<file path="config.mk">
export PLATFORM = sky130hd
export DESIGN_NAME = tagged_result_stream_parser_unit
export DESIGN_NICKNAME = d
export VERILOG_FILES = /design/src/sv/trsp_pkg.sv /design/src/sv/tagged_result_stream_parser_unit.sv
export SDC_FILE = /design/constraint.sdc
export NUM_CORES = 1
export LEC_CHECK = 0
export BUFFER_PORTS_ARGS = -buffer_cell sky130_fd_sc_hd__buf_4
export CAP_MARGIN = 10
export CORE_MARGIN = 4
export CORE_UTILIZATION = 61
export DETAILED_ROUTE_END_ITERATION = 6
export PLACE_DENSITY_LB_ADDON = 0.2
export SYNTH_ARGS = -nofsm -noshare
export SYNTH_HDL_FRONTEND = slang
export SYNTH_SLANG_ARGS = --single-unit
</file>
<file path="constraint.sdc">
create_clock -name clk -period 7.7 [get_ports clk]
set_input_delay 1.54 -clock clk [delete_from_list [all_inputs] [get_ports clk]]
set_output_delay 1.54 -clock clk [all_outputs]
set_load 0.005 [all_outputs]
</file>
<file path="src/sv/trsp_pkg.sv">
`timescale 1ns / 1ps

package trsp_pkg;

    typedef enum logic [3:0] {
        PH_CNT_LO    = 4'd0,
        PH_CNT_HI    = 4'd1,
        PH_NAME_LEN  = 4'd2,
        PH_NAME_SKIP = 4'd3,
        PH_TAG       = 4'd4,
        PH_INT       = 4'd5,
        PH_FLOAT     = 4'd6,
        PH_LEN_LO    = 4'd7,
        PH_LEN_HI    = 4'd8,
        PH_TEXT      = 4'd9,
        PH_CAPPED    = 4'd10,
        PH_IDLE      = 4'd11
    } phase_t;

    typedef logic [1:0] event_t;
    typedef logic [2:0] kind_t;

    localparam event_t EV_HEADER = 2'd0;
    localparam event_t EV_CHAR   = 2'd1;
    localparam event_t EV_CELL   = 2'd2;
    localparam event_t EV_CAPPED = 2'd3;

    localparam kind_t K_NULL    = 3'd0;
    localparam kind_t K_INT     = 3'd1;
    localparam kind_t K_INT_OVF = 3'd2;
    localparam kind_t K_FLOAT   = 3'd3;
    localparam kind_t K_TEXT    = 3'd4;
    localparam kind_t K_BLOB    = 3'd5;
    localparam kind_t K_BAD     = 3'd6;

    localparam logic [7:0] TC_NULL  = 8'd0;
    localparam logic [7:0] TC_INT   = 8'd1;
    localparam logic [7:0] TC_FLOAT = 8'd2;
    localparam logic [7:0] TC_TEXT  = 8'd3;
    localparam logic [7:0] TC_BLOB  = 8'd4;

    localparam logic REG_MAX_ROWS       = 1'b0;
    localparam logic REG_MAX_CELL_CHARS = 1'b1;

    localparam logic [7:0] MAX_ROWS_RESET       = 8'd50;
    localparam logic [7:0] MAX_CELL_CHARS_RESET = 8'd39;
    localparam logic [7:0] SIGN_FILL            = 8'hFF;
    localparam logic [15:0] WIDE_BYTES          = 16'd8;

endpackage

</file>
<file path="src/sv/tagged_result_stream_parser_unit.sv">
`timescale 1ns / 1ps

// byte-serial parser for a tagged query result stream
// input channel s_*: one stream byte per word, s_tuser = 1 restarts parsing at
// the header with all counts cleared (applies to the byte it comes with)
// output channel m_*: at most one event word per input byte; event and cell
// kind in m_tuser, value / char / column / row in m_tdata, m_tlast marks the
// cell done event that closes a row
// configuration: cfg_we writes cfg_data into register cfg_index (0 max_rows,
// 1 max_cell_chars); the user must write only while the block is idle (unchecked)
// an accepted byte is loaded into the input register, and from there passes
// through the parser into the output register once the output register is free
// throughput: one byte per cycle while the receiver does not stall, limited by
// the single parser pass between the input and output registers
// when the receiver stalls with a word held, the input register still takes
// one more byte; further bytes wait in s_tready low until m_tready returns
// reset: parser back at the header, both registers at their defaults
// (max_rows 50, max_cell_chars 39), both channels empty
module tagged_result_stream_parser_unit
    import trsp_pkg::*;
(
    input  logic        clk,
    input  logic        rst_n,
    input  logic        s_tvalid,
    output logic        s_tready,
    input  logic [7:0]  s_tdata,   // data_byte
    input  logic        s_tuser,   // start_of_stream
    output logic        m_tvalid,
    input  logic        m_tready,
    output logic [63:0] m_tdata,   // value[31:0], char_byte, column_index, row_index
    output logic [4:0]  m_tuser,   // event_res[1:0], cell_kind[2:0]
    output logic        m_tlast,   // last_in_row
    input  logic        cfg_we,
    input  logic        cfg_index,
    input  logic [7:0]  cfg_data
);

    logic [7:0]  max_rows_reg;
    logic [7:0]  max_cell_chars_reg;

    logic        in_valid_reg;
    logic [7:0]  in_byte_reg;
    logic        in_sos_reg;

    phase_t      phase_reg, phase_next;
    logic [15:0] column_count_reg, column_count_next;
    logic [15:0] names_left_reg, names_left_next;
    logic [15:0] bytes_left_reg, bytes_left_next;
    logic [15:0] current_column_reg, current_column_next;
    logic [7:0]  rows_stored_reg, rows_stored_next;
    logic [31:0] integer_low_reg, integer_low_next;
    logic [1:0]  high_sign_ok_reg, high_sign_ok_next;
    logic [7:0]  chars_emitted_reg, chars_emitted_next;
    logic        is_blob_reg, is_blob_next;

    logic        out_valid_reg;
    logic [63:0] out_data_reg;
    logic [4:0]  out_user_reg;
    logic        out_last_reg;

    // state as seen by this byte, after an optional restart
    phase_t      ph;
    logic [15:0] col_cnt;
    logic [15:0] names_left;
    logic [15:0] bytes_left;
    logic [15:0] cur_col;
    logic [7:0]  rows;
    logic [31:0] int_low;
    logic [1:0]  hso;
    logic [7:0]  chars;
    logic        blob;
    logic [7:0]  b;

    logic [15:0] cnt_full;
    logic [15:0] len_full;
    logic [15:0] names_dec;
    logic [15:0] bytes_dec;
    logic [15:0] col_inc;
    logic [7:0]  row_inc;
    logic [7:0]  chars_inc;
    logic        row_closes;
    logic        cap_hit;
    logic        keep;
    logic [2:0]  int_idx;
    logic [1:0]  hso_new;
    logic [31:0] int_new;
    logic        int_ok;
    kind_t       text_kind;
    phase_t      cell_target;
    phase_t      hdr_target;

    logic        res_valid;
    event_t      res_ev;
    kind_t       res_kind;
    logic [31:0] res_value;
    logic [7:0]  res_char;
    logic [15:0] res_col;
    logic [7:0]  res_row;
    logic        res_last;
    logic        cell_fire;

    logic        advance;

    assign advance  = in_valid_reg && (!out_valid_reg || m_tready);
    assign s_tready = !in_valid_reg || advance;

    assign m_tvalid = out_valid_reg;
    assign m_tdata  = out_data_reg;
    assign m_tuser  = out_user_reg;
    assign m_tlast  = out_last_reg;

    always_comb
    begin
        b          = in_byte_reg;
        ph         = in_sos_reg ? PH_CNT_LO : phase_reg;
        col_cnt    = in_sos_reg ? 16'd0 : column_count_reg;
        names_left = in_sos_reg ? 16'd0 : names_left_reg;
        bytes_left = in_sos_reg ? 16'd0 : bytes_left_reg;
        cur_col    = in_sos_reg ? 16'd0 : current_column_reg;
        rows       = in_sos_reg ? 8'd0 : rows_stored_reg;
        int_low    = in_sos_reg ? 32'd0 : integer_low_reg;
        hso        = in_sos_reg ? 2'b11 : high_sign_ok_reg;
        chars      = in_sos_reg ? 8'd0 : chars_emitted_reg;
        blob       = in_sos_reg ? 1'b0 : is_blob_reg;

        cnt_full   = {b, col_cnt[7:0]};
        len_full   = {b, bytes_left[7:0]};
        names_dec  = names_left - 16'd1;
        bytes_dec  = bytes_left - 16'd1;
        col_inc    = cur_col + 16'd1;
        row_inc    = rows + 8'd1;
        chars_inc  = chars + 8'd1;
        row_closes = col_inc >= col_cnt;
        cap_hit    = row_inc >= max_rows_reg;
        keep       = chars < max_cell_chars_reg;
        int_idx    = 3'(WIDE_BYTES - bytes_left);
        text_kind  = blob ? K_BLOB : K_TEXT;

        int_new = int_low;
        hso_new = hso;
        if (!int_idx[2])
        begin
            case (int_idx[1:0])
                2'd0:    int_new[7:0]   = int_low[7:0] | b;
                2'd1:    int_new[15:8]  = int_low[15:8] | b;
                2'd2:    int_new[23:16] = int_low[23:16] | b;
                default: int_new[31:24] = int_low[31:24] | b;
            endcase
        end
        else
        begin
            if (b != 8'h00)
                hso_new[0] = 1'b0;
            if (b != SIGN_FILL)
                hso_new[1] = 1'b0;
        end
        int_ok = int_new[31] ? hso_new[1] : hso_new[0];

        cell_target = (row_closes && cap_hit) ? PH_CAPPED : PH_TAG;
        hdr_target  = (col_cnt == 16'd0) ? PH_IDLE : PH_TAG;
    end

    // next phase
    always_comb
    begin
        phase_next = ph;
        unique case (ph)
            PH_CNT_LO:
                phase_next = PH_CNT_HI;
            PH_CNT_HI:
                phase_next = (cnt_full == 16'd0) ? PH_IDLE : PH_NAME_LEN;
            PH_NAME_LEN:
                if (b != 8'd0)
                    phase_next = PH_NAME_SKIP;
                else if (names_dec == 16'd0)
                    phase_next = hdr_target;
            PH_NAME_SKIP:
                if (bytes_dec == 16'd0)
                    phase_next = (names_dec == 16'd0) ? hdr_target : PH_NAME_LEN;
            PH_TAG:
                case (b)
                    TC_INT:   phase_next = PH_INT;
                    TC_FLOAT: phase_next = PH_FLOAT;
                    TC_TEXT, TC_BLOB: phase_next = PH_LEN_LO;
                    default:  phase_next = cell_target;
                endcase
            PH_INT, PH_FLOAT, PH_TEXT:
                if (bytes_dec == 16'd0)
                    phase_next = cell_target;
            PH_LEN_LO:
                phase_next = PH_LEN_HI;
            PH_LEN_HI:
                phase_next = (len_full == 16'd0) ? cell_target : PH_TEXT;
            PH_CAPPED:
                phase_next = PH_IDLE;
            PH_IDLE:
                phase_next = PH_IDLE;
            default:
                phase_next = PH_IDLE;
        endcase
    end

    // datapath and event
    always_comb
    begin
        column_count_next   = col_cnt;
        names_left_next     = names_left;
        bytes_left_next     = bytes_left;
        current_column_next = cur_col;
        rows_stored_next    = rows;
        integer_low_next    = int_low;
        high_sign_ok_next   = hso;
        chars_emitted_next  = chars;
        is_blob_next        = blob;

        res_valid = 1'b0;
        res_ev    = EV_HEADER;
        res_kind  = K_NULL;
        res_value = 32'd0;
        res_char  = 8'd0;
        res_col   = 16'd0;
        res_row   = 8'd0;
        res_last  = 1'b0;
        cell_fire = 1'b0;

        unique case (ph)
            PH_CNT_LO:
                column_count_next = {8'd0, b};
            PH_CNT_HI:
            begin
                column_count_next = cnt_full;
                names_left_next   = cnt_full;
                if (cnt_full == 16'd0)
                begin
                    res_valid           = 1'b1;
                    current_column_next = 16'd0;
                end
            end
            PH_NAME_LEN:
                if (b != 8'd0)
                    bytes_left_next = {8'd0, b};
                else
                begin
                    names_left_next = names_dec;
                    if (names_dec == 16'd0)
                    begin
                        res_valid           = 1'b1;
                        res_value           = {16'd0, col_cnt};
                        current_column_next = 16'd0;
                    end
                end
            PH_NAME_SKIP:
            begin
                bytes_left_next = bytes_dec;
                if (bytes_dec == 16'd0)
                begin
                    names_left_next = names_dec;
                    if (names_dec == 16'd0)
                    begin
                        res_valid           = 1'b1;
                        res_value           = {16'd0, col_cnt};
                        current_column_next = 16'd0;
                    end
                end
            end
            PH_TAG:
                case (b)
                    TC_NULL:
                    begin
                        cell_fire = 1'b1;
                        res_kind  = K_NULL;
                    end
                    TC_INT:
                    begin
                        integer_low_next  = 32'd0;
                        high_sign_ok_next = 2'b11;
                        bytes_left_next   = WIDE_BYTES;
                    end
                    TC_FLOAT:
                        bytes_left_next = WIDE_BYTES;
                    TC_TEXT, TC_BLOB:
                        is_blob_next = (b == TC_BLOB);
                    default:
                    begin
                        cell_fire = 1'b1;
                        res_kind  = K_BAD;
                        res_value = {24'd0, b};
                    end
                endcase
            PH_INT:
            begin
                integer_low_next  = int_new;
                high_sign_ok_next = hso_new;
                bytes_left_next   = bytes_dec;
                if (bytes_dec == 16'd0)
                begin
                    cell_fire = 1'b1;
                    res_kind  = int_ok ? K_INT : K_INT_OVF;
                    res_value = int_new;
                end
            end
            PH_FLOAT:
            begin
                bytes_left_next = bytes_dec;
                if (bytes_dec == 16'd0)
                begin
                    cell_fire = 1'b1;
                    res_kind  = K_FLOAT;
                end
            end
            PH_LEN_LO:
                bytes_left_next = {8'd0, b};
            PH_LEN_HI:
            begin
                bytes_left_next    = len_full;
                chars_emitted_next = 8'd0;
                if (len_full == 16'd0)
                begin
                    cell_fire = 1'b1;
                    res_kind  = text_kind;
                end
            end
            PH_TEXT:
            begin
                bytes_left_next = bytes_dec;
                if (keep)
                    chars_emitted_next = chars_inc;
                if (bytes_dec == 16'd0)
                begin
                    cell_fire = 1'b1;
                    res_kind  = text_kind;
                    res_value = {24'd0, keep ? chars_inc : chars};
                    res_char  = keep ? b : 8'd0;
                end
                else if (keep)
                begin
                    res_valid = 1'b1;
                    res_ev    = EV_CHAR;
                    res_kind  = text_kind;
                    res_char  = b;
                    res_col   = cur_col;
                    res_row   = rows;
                end
            end
            PH_CAPPED:
            begin
                res_valid = 1'b1;
                res_ev    = EV_CAPPED;
                res_row   = rows;
            end
            PH_IDLE:
                res_valid = 1'b0;
            default:
                res_valid = 1'b0;
        endcase

        if (cell_fire)
        begin
            res_valid = 1'b1;
            res_ev    = EV_CELL;
            res_col   = cur_col;
            res_row   = rows;
            res_last  = row_closes;
            if (row_closes)
            begin
                current_column_next = 16'd0;
                rows_stored_next    = row_inc;
            end
            else
                current_column_next = col_inc;
        end
    end

    always_ff @(posedge clk or negedge rst_n)
    begin
        if (!rst_n)
        begin
            max_rows_reg       <= MAX_ROWS_RESET;
            max_cell_chars_reg <= MAX_CELL_CHARS_RESET;
        end
        else if (cfg_we)
        begin
            unique case (cfg_index)
                REG_MAX_ROWS:       max_rows_reg <= cfg_data;
                REG_MAX_CELL_CHARS: max_cell_chars_reg <= cfg_data;
                default:            max_rows_reg <= max_rows_reg;
            endcase
        end
    end

    always_ff @(posedge clk or negedge rst_n)
    begin
        if (!rst_n)
            in_valid_reg <= 1'b0;
        else if (s_tvalid && s_tready)
            in_valid_reg <= 1'b1;
        else if (advance)
            in_valid_reg <= 1'b0;
    end

    always_ff @(posedge clk)
    begin
        if (s_tvalid && s_tready)
        begin
            in_byte_reg <= s_tdata;
            in_sos_reg  <= s_tuser;
        end
    end

    always_ff @(posedge clk or negedge rst_n)
    begin
        if (!rst_n)
        begin
            phase_reg          <= PH_CNT_LO;
            column_count_reg   <= 16'd0;
            names_left_reg     <= 16'd0;
            bytes_left_reg     <= 16'd0;
            current_column_reg <= 16'd0;
            rows_stored_reg    <= 8'd0;
            integer_low_reg    <= 32'd0;
            high_sign_ok_reg   <= 2'b11;
            chars_emitted_reg  <= 8'd0;
            is_blob_reg        <= 1'b0;
        end
        else if (advance)
        begin
            phase_reg          <= phase_next;
            column_count_reg   <= column_count_next;
            names_left_reg     <= names_left_next;
            bytes_left_reg     <= bytes_left_next;
            current_column_reg <= current_column_next;
            rows_stored_reg    <= rows_stored_next;
            integer_low_reg    <= integer_low_next;
            high_sign_ok_reg   <= high_sign_ok_next;
            chars_emitted_reg  <= chars_emitted_next;
            is_blob_reg        <= is_blob_next;
        end
    end

    always_ff @(posedge clk or negedge rst_n)
    begin
        if (!rst_n)
            out_valid_reg <= 1'b0;
        else if (advance && res_valid)
            out_valid_reg <= 1'b1;
        else if (m_tready)
            out_valid_reg <= 1'b0;
    end

    always_ff @(posedge clk)
    begin
        if (advance && res_valid)
        begin
            out_data_reg <= {res_row, res_col, res_char, res_value};
            out_user_reg <= {res_kind, res_ev};
            out_last_reg <= res_last;
        end
    end

endmodule

</file>
# Word-level counts from Yosys, hierarchy flattened
# Cells that the tools add are included.
[totals]
out_inout_bits = 72
reg_bits = 216
elab_cells = 178
input_bits = 23
[classes]
bitwise_logic = 5
muxes = 97
eq_ne = 17
reduce_logical = 29
order_cmp = 3
n_addsub = 6
[op_table]
columns = ["op", "count"]
rows = [
  ["16-bit two-way mux", 20],
  ["32-bit two-way mux", 5],
  ["32-bit case mux with 5 select lines", 1],
  ["8-bit two-way mux", 14],
  ["16-bit case mux with 3 select lines", 2],
  ["16-bit zero test", 5],
  ["16-bit case mux with 5 select lines", 1],
  ["32-bit case mux with 2 select lines", 1],
  ["4-bit two-way mux", 10],
  ["8-bit bitwise OR", 4],
  ["16-bit case mux with 2 select lines", 1],
  ["4-bit case mux with 8 select lines", 1],
  ["8-bit case mux with 2 select lines", 2],
  ["16-bit by 1-bit subtractor with 16-bit output, second input constant", 2],
  ["1-bit two-way mux", 23],
  ["16-bit by 1-bit adder with 16-bit output, second input constant", 1],
  ["8-bit by 1-bit adder with 8-bit output, second input constant", 2],
  ["4-bit by 3-bit equality test with 1-bit output, second input constant", 4],
  ["8-bit by 2-bit equality test with 1-bit output, second input constant", 2],
  ["16-bit >= comparator", 1],
  ["3-bit case mux with 5 select lines", 1],
  ["4-bit equality test, second input constant", 3],
  ["2-bit two-way mux", 6],
  ["3-bit two-way mux", 4],
  ["28 further kinds", 41],
]

# Longest topological paths before layout
# Gate-level depths: netlist of run 1.
[logic_depth]
depth_word = 10
mapped_depth = 24
mapped_depth_nobuf = 19

# Worst setup path after synthesis of run 1
# OpenSTA, ideal clock, no wires.
[synth_timing]
path_kind = "register to register"
startpoint = "register in_sos_reg"
endpoint = "register out_data_reg[0] (netlist: m_tdata[0]) (enable)"
path_slack_ns = 1.216
path_buffers = 8
stages_incl_launch_ff = 20
setup_time_ns = 0.436
t_required_ns = 7.264
synth_period_minus_slack_ns = 6.484
t_arrival_ns = 6.049
path_cell_list = "edfxtp_1 clkbuf_1 inv_1 clkbuf_1 clkbuf_1 buf_1 buf_1 buf_1 nand2_1 ha_1 clkbuf_1 xnor2_1 o2111a_1 nand3_1 nor3_2 nor2_1 a21boi_1 buf_4 nand4_1 and2_1"
[synth_via]
elab_chain_len = 8
elab_cells_between_ends = 34
cone_classes = "2 x add/sub; 1 x order compare; 9 x eq/ne; 16 x mux; 6 x reduce/logical"
[synth_rtl]
columns = ["element", "line", "source"]
rows = [
  ["start, declared", "tagged_result_stream_parser_unit.sv:43", "logic in_sos_reg;"],
  ["start signal, assigned", "tagged_result_stream_parser_unit.sv:406", "in_sos_reg <= s_tuser;"],
  ["16-bit two-way mux", "tagged_result_stream_parser_unit.sv:117", "names_left = in_sos_reg ? 16'd0 : names_left_reg;"],
  ["16-bit by 1-bit subtractor with 16-bit output", "tagged_result_stream_parser_unit.sv:128", "names_dec = names_left - 16'd1;"],
  ["16-bit zero test", "tagged_result_stream_parser_unit.sv:245, tagged_result_stream_parser_unit.sv:258", ""],
  ["1-bit two-way mux", "tagged_result_stream_parser_unit.sv:245, tagged_result_stream_parser_unit.sv:258", ""],
  ["1-bit two-way mux (on tied branches)", "tagged_result_stream_parser_unit.sv:255, tagged_result_stream_parser_unit.sv:240", ""],
  ["1-bit case mux with 5 select lines", "tagged_result_stream_parser_unit.sv:226", "unique case (ph)"],
  ["1-bit two-way mux *", "tagged_result_stream_parser_unit.sv:357", "if (cell_fire)"],
  ["1-bit logical AND *", "tagged_result_stream_parser_unit.sv:452", "if (advance && res_valid)"],
  ["end signal, assigned", "tagged_result_stream_parser_unit.sv:454", "out_data_reg <= {res_row, res_col, res_char, res_value};"],
  ["end, declared", "tagged_result_stream_parser_unit.sv:57", "logic [63:0] out_data_reg;"],
]
# Mark *: on every way between the ends. The rest lies on a longest branch, timed or not.
# A chain may end at the register's enable or synchronous reset.

# Worst setup path after layout of run 1
[layout_timing]
startpoint = "register in_sos_reg"
endpoint = "register out_data_reg[34] (netlist: m_tdata[34]) (enable)"
# The elaborated chain is that of the path after synthesis.

==> results of run 1 <==
worst max-delay path by stage:
stage,startpoint,end,cells past startpoint
after global placement,in_sos_reg,current_column_reg[11],20
final,in_sos_reg,m_tdata[34],13
after CTS,in_sos_reg,m_tdata[60],13
after detailed placement,in_sos_reg,m_tdata[59],13
after floorplan,in_sos_reg,m_tdata[0],19
after global routing,in_sos_reg,m_tuser[1],13
cell usage after synthesis, types with 10 or more instances:
| library cell | instances | share of area [%] |
|---|---|---|
| a21o_1 | 17 | 1.0 |
| nor2_1 | 127 | 3.8 |
| nor4_1 | 13 | 0.65 |
| nor2b_1 | 44 | 2.2 |
| nand4_1 | 16 | 0.79 |
| dfrtp_1 | 128 | 25 |
| nand3_1 | 31 | 1.2 |
| xnor2_1 | 24 | 1.7 |
| a21oi_1 | 70 | 2.8 |
| xor2_1 | 15 | 1.0 |
| buf_2 | 10 | 0.40 |
| mux2_2 | 24 | 2.1 |
| nand2_1 | 156 | 4.6 |
| inv_1 | 34 | 1.0 |
| nand2b_1 | 18 | 0.89 |
| o21ai_0 | 107 | 4.3 |
| a22oi_1 | 47 | 2.8 |
| ha_1 | 41 | 4.1 |
| edfxtp_1 | 79 | 19 |
| clkbuf_1 | 64 | 1.9 |
| o211ai_1 | 10 | 0.60 |
| nor3_1 | 21 | 0.83 |
| and3_1 | 10 | 0.50 |
| a22o_1 | 45 | 3.1 |
| and2_1 | 21 | 1.0 |
through the flow:
| stage | area, um2 | std cells | util, % |
|---|---|---|---|
| 2_1_floorplan | 12600 | 1343 | - |
| 5_1_grt | 14100 | 1678 | 69.4 |
| 3_5_place_dp | 13400 | 1637 | 66.1 |
| 6_report | 14100 | 1678 | 69.4 |
| 4_1_cts | 14100 | 1678 | 69.4 |
| 3_3_place_gp | 13400 | 1637 | 66.1 |
final cells by class:
type                    count  area, um2  area share [%]
repair buffers            109        822            5.84
multi-input cells        1008       6320            44.9
clock buffers              28        604            4.29
well taps                 270        338            2.40
flip-flops and latches    216       5810            41.3
clock inverters            13       63.8           0.453
inverters                  34        128           0.906
logic make-up (layout without fill, tap and decap cells):
kind of cell    Yosys count  in the layout
compound gates          396            396
xor+xnor                 39             39
fa+ha+maj                41             41
buf+inv                 119            184
flops                   216            216
mux                      29             29
simple gates            503            503
power breakdown:
group / total, W / switching, W / internal [W]
sequential: 0.00157 / 0.000219 / 0.00135
combinational: 0.00121 / 0.000741 / 0.000473
clock: 0.00100 / 0.000448 / 0.000556
total: 0.00379 / 0.00141 / 0.00238
tightest hold or removal path: stages, from the launching register on:
cell and delay [ns]:
dfrtp_1 0.34, nand2_1 0.05, o31ai_1 0.06
metal layers:
layer / vias to the layer above / wire length (um) / track usage, %
met3: 121 / 3160 / 4.19
met1: 5355 / 14400 / 42.8
met4: 0 / 1660 / 13.4
met2: 610 / 16200 / 47.4
met5: - / 0 / 0
li1: 5024 / - / -
==> out/qor.txt, run 1 <==
critical path class = flop to flop
Critical Path Fanout Max = 70
adder-cell share of the synthesized area = 4.07%
PwrDens = 269 nW/um2
post-route minimum period = 5.44 ns
Seq/Total Area, Yosys = 46.1%
Max rail drop VDD = 165 uV
Area growth syn-to-layout = 11.8%
Filler cells = 1,569
share of cells above drive strength 1 = 14.5%
detailed placer's ending HPWL = 24,100 um
Yosys cell types = 82
Critical Path Source Type = flop
hold depth = 2
Avg Vias per Cell = 6.62
gr usage total = 30.4%
Synth Net Count = 1,407
setup TNS = 0 ns
Largest stage delay, worst path = 0.76 ns
commonest non-fill, non-tap cell in the layout = nand2_1
Clk Tree Root Cell = clkbuf_16
I/O pin count = 95
most frequent cells in the layout = nand2_1, dfrtp_1, nor2_1
CTS H-tree depth = 1
Core Box Area = 20,300 um2
vias = 11,100
syn avg cell area = 9.38 um2
max reg flops = 64
Setup WS post-layout = 2.26 ns
Synth Area in Compound Gates = 21.2%
fin crit share = 70.6%
largest net degree at the start of global routing = 71
global-route wire length before repair = 55,400 um
die area = 23,000 um2
Post-synth EDFFs = 79
Hold EP = integer_low_reg[1]
hold buffer count at cts = 0
clk sink count = 216
Num CTS Buffers = 23
synthesized area = 12,600 um2
Least-Margin Pin Slew = 1.01 ns
worst hold path type = flop to flop
vias in the first global route = 10,300
Hold Vio Cnt, Final = 0
unrepaired setup endpoints after global routing = no
post-route ant nets = 0
mux cell area share after synthesis = 2.54%
RR Startpoint = in_sos_reg
Placer Congestion = 0.996
Req. time, crit path = 7.83 ns
CTS tree = done
Critical Path Slowest Stage Cell = and2_4
Die Wd = 152 um
initial antenna violation count = 0
final setup fails = 0
post-synthesis cell count = 1,343
Peak Freq = 184 MHz
clk_lat worst skew = 0.52 ns
postcts setup bufs = 0
Hold Startpoint = integer_low_reg[1]
Crit. End Element = flop
GRT overflow = 0
pre-CTS WS = 2.42 ns
run status = completed
max-cap viol count = 0
clock slew at reported path FFs = 0.06 ns
WL per Instance = 21.1 um
post-synthesis xor/xnor area fraction = 2.71%
Final Max Tran Viols = 0
crit path DAT = 5.57 ns
Pleak = 5.80 nW
Yosys warnings = 0
register bit count reported by yosys = 216
Buf/Inv on CP = 3
Starting Density = 62.0%
Starting DRT DRC Count = 1,198
deepest clock path buffer count = 3
Post-Route Skew = 0.0115 ns
row count = 52
Pre-antenna DRT Iters = 5
flop2flop setup slack = 2.26 ns
FFs w/ async S/R, synth = 63.4%
post-cts resize count = 0
RR Endpoint = m_tdata[34]
CP cell instances = buf_4, inv_2, nand2_1, ha_1, xnor2_1, o2111a_1, nand3_1, nor4b_1, buf_4, a21o_1, nand2_1, nand4_1, and2_4
total power draw = 0.00379 W
largest family of logic cells by synthesized area = compound AO/OA/AOI/OAI gates
Die H = 152 um
fin nets = 1,456
antenna cells = 0
I/O Buffers = 94
Min Hold Slack = 0.485 ns
slew margin rel. = 32.6%
drc violations = 0
CP delay by family, top = simple AND/OR/NAND/NOR gates
Top FF cell, synth = dfrtp_1
simple logic cell fraction of the synthesized area = 19.6%
r2r worst-path depth = 13
WL final = 35,400 um
No activity file was read; power rests on OpenSTA's default activity.
==> run 2: changes to the inputs <==
--- a/config.mk
+++ b/config.mk
@@ -5,10 +5,11 @@
 export SDC_FILE = /design/constraint.sdc
 export NUM_CORES = 1
 export LEC_CHECK = 0
+export ABC_AREA = 1
 export BUFFER_PORTS_ARGS = -buffer_cell sky130_fd_sc_hd__buf_4
 export CAP_MARGIN = 10
 export CORE_MARGIN = 4
-export CORE_UTILIZATION = 61
+export CORE_UTILIZATION = 62
 export DETAILED_ROUTE_END_ITERATION = 6
 export PLACE_DENSITY_LB_ADDON = 0.2
 export SYNTH_ARGS = -nofsm -noshare
==> constraint.sdc (replaced) <==
create_clock -name clk -period 5.3 [get_ports clk]
set_input_delay 1.06 -clock clk [delete_from_list [all_inputs] [get_ports clk]]
set_output_delay 1.06 -clock clk [all_outputs]
set_load 0.005 [all_outputs]
==> out/qor.txt, run 2 <==
leading area contributor after synthesis = dfrtp_1
Buf/Inv on CP = 4 (+1)
max reg flops = 64 (unchanged)
most frequent cells in the layout = nand2_1, nor2_1, inv_1
most frequent cell after synthesis = nand2_1
max-cap viol count = 0 (unchanged)
commonest non-fill, non-tap cell in the layout = nand2_1
postcts setup bufs = 0 (unchanged)
CP delay by family, top = simple AND/OR/NAND/NOR gates
Req. time, crit path = 5.76 ns (-2.07 ns)
Pleak = 7.44 nW (+28%)
Num CTS Buffers = 24 (+4.3%)
Comb power frac = 39.0% (+7.0 points)
internal power = 0.00381 W (+60%)
Starting Density = 63.0% (+0.92 points)
Clock Power Share = 25.9% (-0.6 points)
fin nets = 2,101 (+44%)
Final Max Tran Viols = 0 (unchanged)
Starting DRT DRC Count = 1,881 (+57%)
worst hold path type = flop to flop
syn avg cell area = 7.23 um2 (-23%)
WL per Instance = 18.7 um (-11%)
final setup fails = 0 (unchanged)
detailed placer's ending HPWL = 30,600 um (+27%)
Area growth syn-to-layout = 11.3%
Avg Vias per Cell = 6.08 (-8.2%)
crit path DAT = 4.77 ns (-0.80 ns)
deepest clock path buffer count = 3 (unchanged)
Hold Vio Cnt, Final = 0 (unchanged)
clk sink count = 216 (unchanged)
post-route minimum period = 4.32 ns (-1.12 ns)
die area = 25,500 um2 (+11%)
Max rail drop VDD = 340 uV (+110%)
antenna cells = 0 (unchanged)
post-synth top area share = 22.5% (-3.0 points)
Peak Freq = 232 MHz (+26%)
Yosys warnings = 0 (unchanged)
Psw = 0.00274 W (+95%)
row count = 55 (+5.8%)
synthesized area = 14,300 um2 (+13%)
Die H = 160 um (+5.2%)
GRT overflow = 0 (unchanged)
Placer Congestion = 0.964 (-3.2%)
slew margin rel. = 22.9% (-9.7 points)
initial antenna violation count = 0 (unchanged)
hold depth = 2 (unchanged)
Util after Layout = 70.1% (+0.67 points)
unrepaired setup endpoints after global routing = no
clk_lat worst skew = 0.53 ns (about the same)
vias = 14,200 (+28%)
post-synthesis cell count = 1,972 (+47%)
Die Wd = 160 um (+5.2%)
share of cells above drive strength 1 = 12.1% (-2.4 points)
Critical Path Fanout Max = 52 (-26%)
clock slew at reported path FFs = 0.06 ns (about the same)
register bit count reported by yosys = 216 (unchanged)
drc violations = 0 (unchanged)
Critical Path Source Type = flop
I/O pin count = 95 (unchanged)
CP cell instances = inv_4, nand2_4, nor3_4, nand3_1, nor3b_2, nand3_1, nor2_1, xor2_1, inv_1, ha_1, a21oi_1, o21ai_0, a21oi_1, nand3_1, inv_1, nand3_1, nand2_1, inv_1, a21oi_1
Worst path depth = 19 (+6)
Post-Route Skew = 0.0114 ns (-0.000110 ns)
setup TNS = 0 ns (unchanged)
Top FF cell, synth = dfrtp_1
flop2flop setup slack = 0.98 ns (-1.28 ns)
most frequent cells after synthesis = nand2_1, nor2_1, inv_1
fin crit share = 81.4% (+11 points)
CP most frequent cell = nand3_1
Least-Margin Pin Slew = 1.15 ns (+0.144 ns)
Pre-antenna DRT Iters = 6 (+1)
post-cts resize count = 0 (unchanged)
run status = completed
Yosys cell types = 55 (-33%)
post-route ant nets = 0 (unchanged)
WL final = 43,800 um (+24%)
total power draw = 0.00654 W (+73%)
FFs w/ async S/R, synth = 63.4% (unchanged)
Largest stage delay, worst path = 0.52 ns (-0.24 ns)
hold buffer count at cts = 0 (unchanged)
Post-synth EDFFs = 79 (unchanged)
I/O Buffers = 94 (unchanged)
gr usage total = 33.9% (+3.5 points)
CTS H-tree depth = 1 (unchanged)
critical path class = flop to flop
Seq/Total Area, Yosys = 40.8% (-5.4 points)
largest net degree at the start of global routing = 85 (+20%)
CTS tree = done
Synth Net Count = 2,036 (+45%)
Min Hold Slack = 0.486 ns (+0.000338 ns)
Net Sw Frac = 41.8% (+4.7 points)
PwrDens = 413 nW/um2 (+53%)
Reg power frac = 35.1% (-6.4 points)
Crit. End Element = flop
r2r worst-path depth = 19 (+6)
Clk Tree Root Cell = clkbuf_16
vias in the first global route = 13,500 (+30%)
top area cells in the synthesized netlist = dfrtp_1, edfxtp_1, nand2_1
Core Box Area = 22,600 um2 (+12%)
Critical Path Slowest Stage Cell = inv_4
global-route wire length before repair = 71,000 um (+28%)
==> run 2: cell count changes after synthesis, moves of 20 or more <==
cell	previous run	this run
o21ai_0	107	153
a21oi_1	70	92
nand2_2	0	24
nand2_1	156	504
a31oi_1	8	33
and2_1	21	1
inv_1	34	205
nand3_1	31	132
mux2_2	24	0
clkbuf_1	64	43
a22oi_1	47	9
nor2b_1	44	0
nor2_1	127	279
a22o_1	45	0
==> run 2: layer usage <==
metal	track usage (%)	vias to the layer above	share of wire, %
li1	-	6651	-
met1	49.1	6633	42
met2	53.2	817	45
met3	5.37	118	10
met4	10.2	0	3.3
met5	0	-	0
==> run 2: power by group through the flow <==
stage / Clock, W / Sequential (W) / Combinational [W]
4_1_cts: 0.00171 / 0.00229 / 0.00250
5_1_grt: 0.00177 / 0.00233 / 0.00288
3_5_place_dp: 0 / 0.00231 / 0.00248
6_report: 0.00169 / 0.00230 / 0.00256
3_3_place_gp: 0 / 0.00230 / 0.00243
2_1_floorplan: 0 / 0.00226 / 0.00184
==> run 2: layout make-up <==
class	count	area (um2)
Sequential cell	216	5810
Inverter	222	838
Fill cell	1925	6780
Clock buffer	29	619
Tap cell	285	357
Clock inverter	15	164
Timing Repair Buffer	115	880
Multi-Input combinational cell	1458	7190
==> run 2: logic make-up (layout without fill, tap and decap cells) <==
group | count (synthesis) | in the layout | synth area share (%)
compound gates | 372 | 372 | 14.9
flops | 216 | 216 | 40.8
simple gates | 1023 | 1023 | 30.6
buf+inv | 298 | 381 | 8.80
xor+xnor | 22 | 22 | 1.35
fa+ha+maj | 41 | 41 | 3.60
==> run 2: worst paths after layout <==
check                              startpoint                     to
min in group asynchronous               rst_n    integer_low_reg[20]
hold / removal             names_left_reg[15]     names_left_reg[15]
setup / recovery                   in_sos_reg  current_column_reg[4]
setup reg to reg                   in_sos_reg  current_column_reg[4]
hold reg to reg            names_left_reg[15]     names_left_reg[15]
max in group asynchronous               rst_n      names_left_reg[7]
==> run 2: through the flow <==
step | setup WS [ns] | cells | area [um2]
3_5_place_dp | 1.09 | 2296 | 15100
4_1_cts | 1.04 | 2340 | 15900
6_report | 0.984 | 2340 | 15900
2_1_floorplan | 0.866 | 1972 | 14300
3_3_place_gp | 1.25 | 2296 | 15100
5_1_grt | 0.609 | 2340 | 15900
==> run 2: worst min-delay path: stages, from the launching register on <==
cell	delay, ns
dfrtp_1	0.35
nand2_1	0.05
nand2_1	0.05
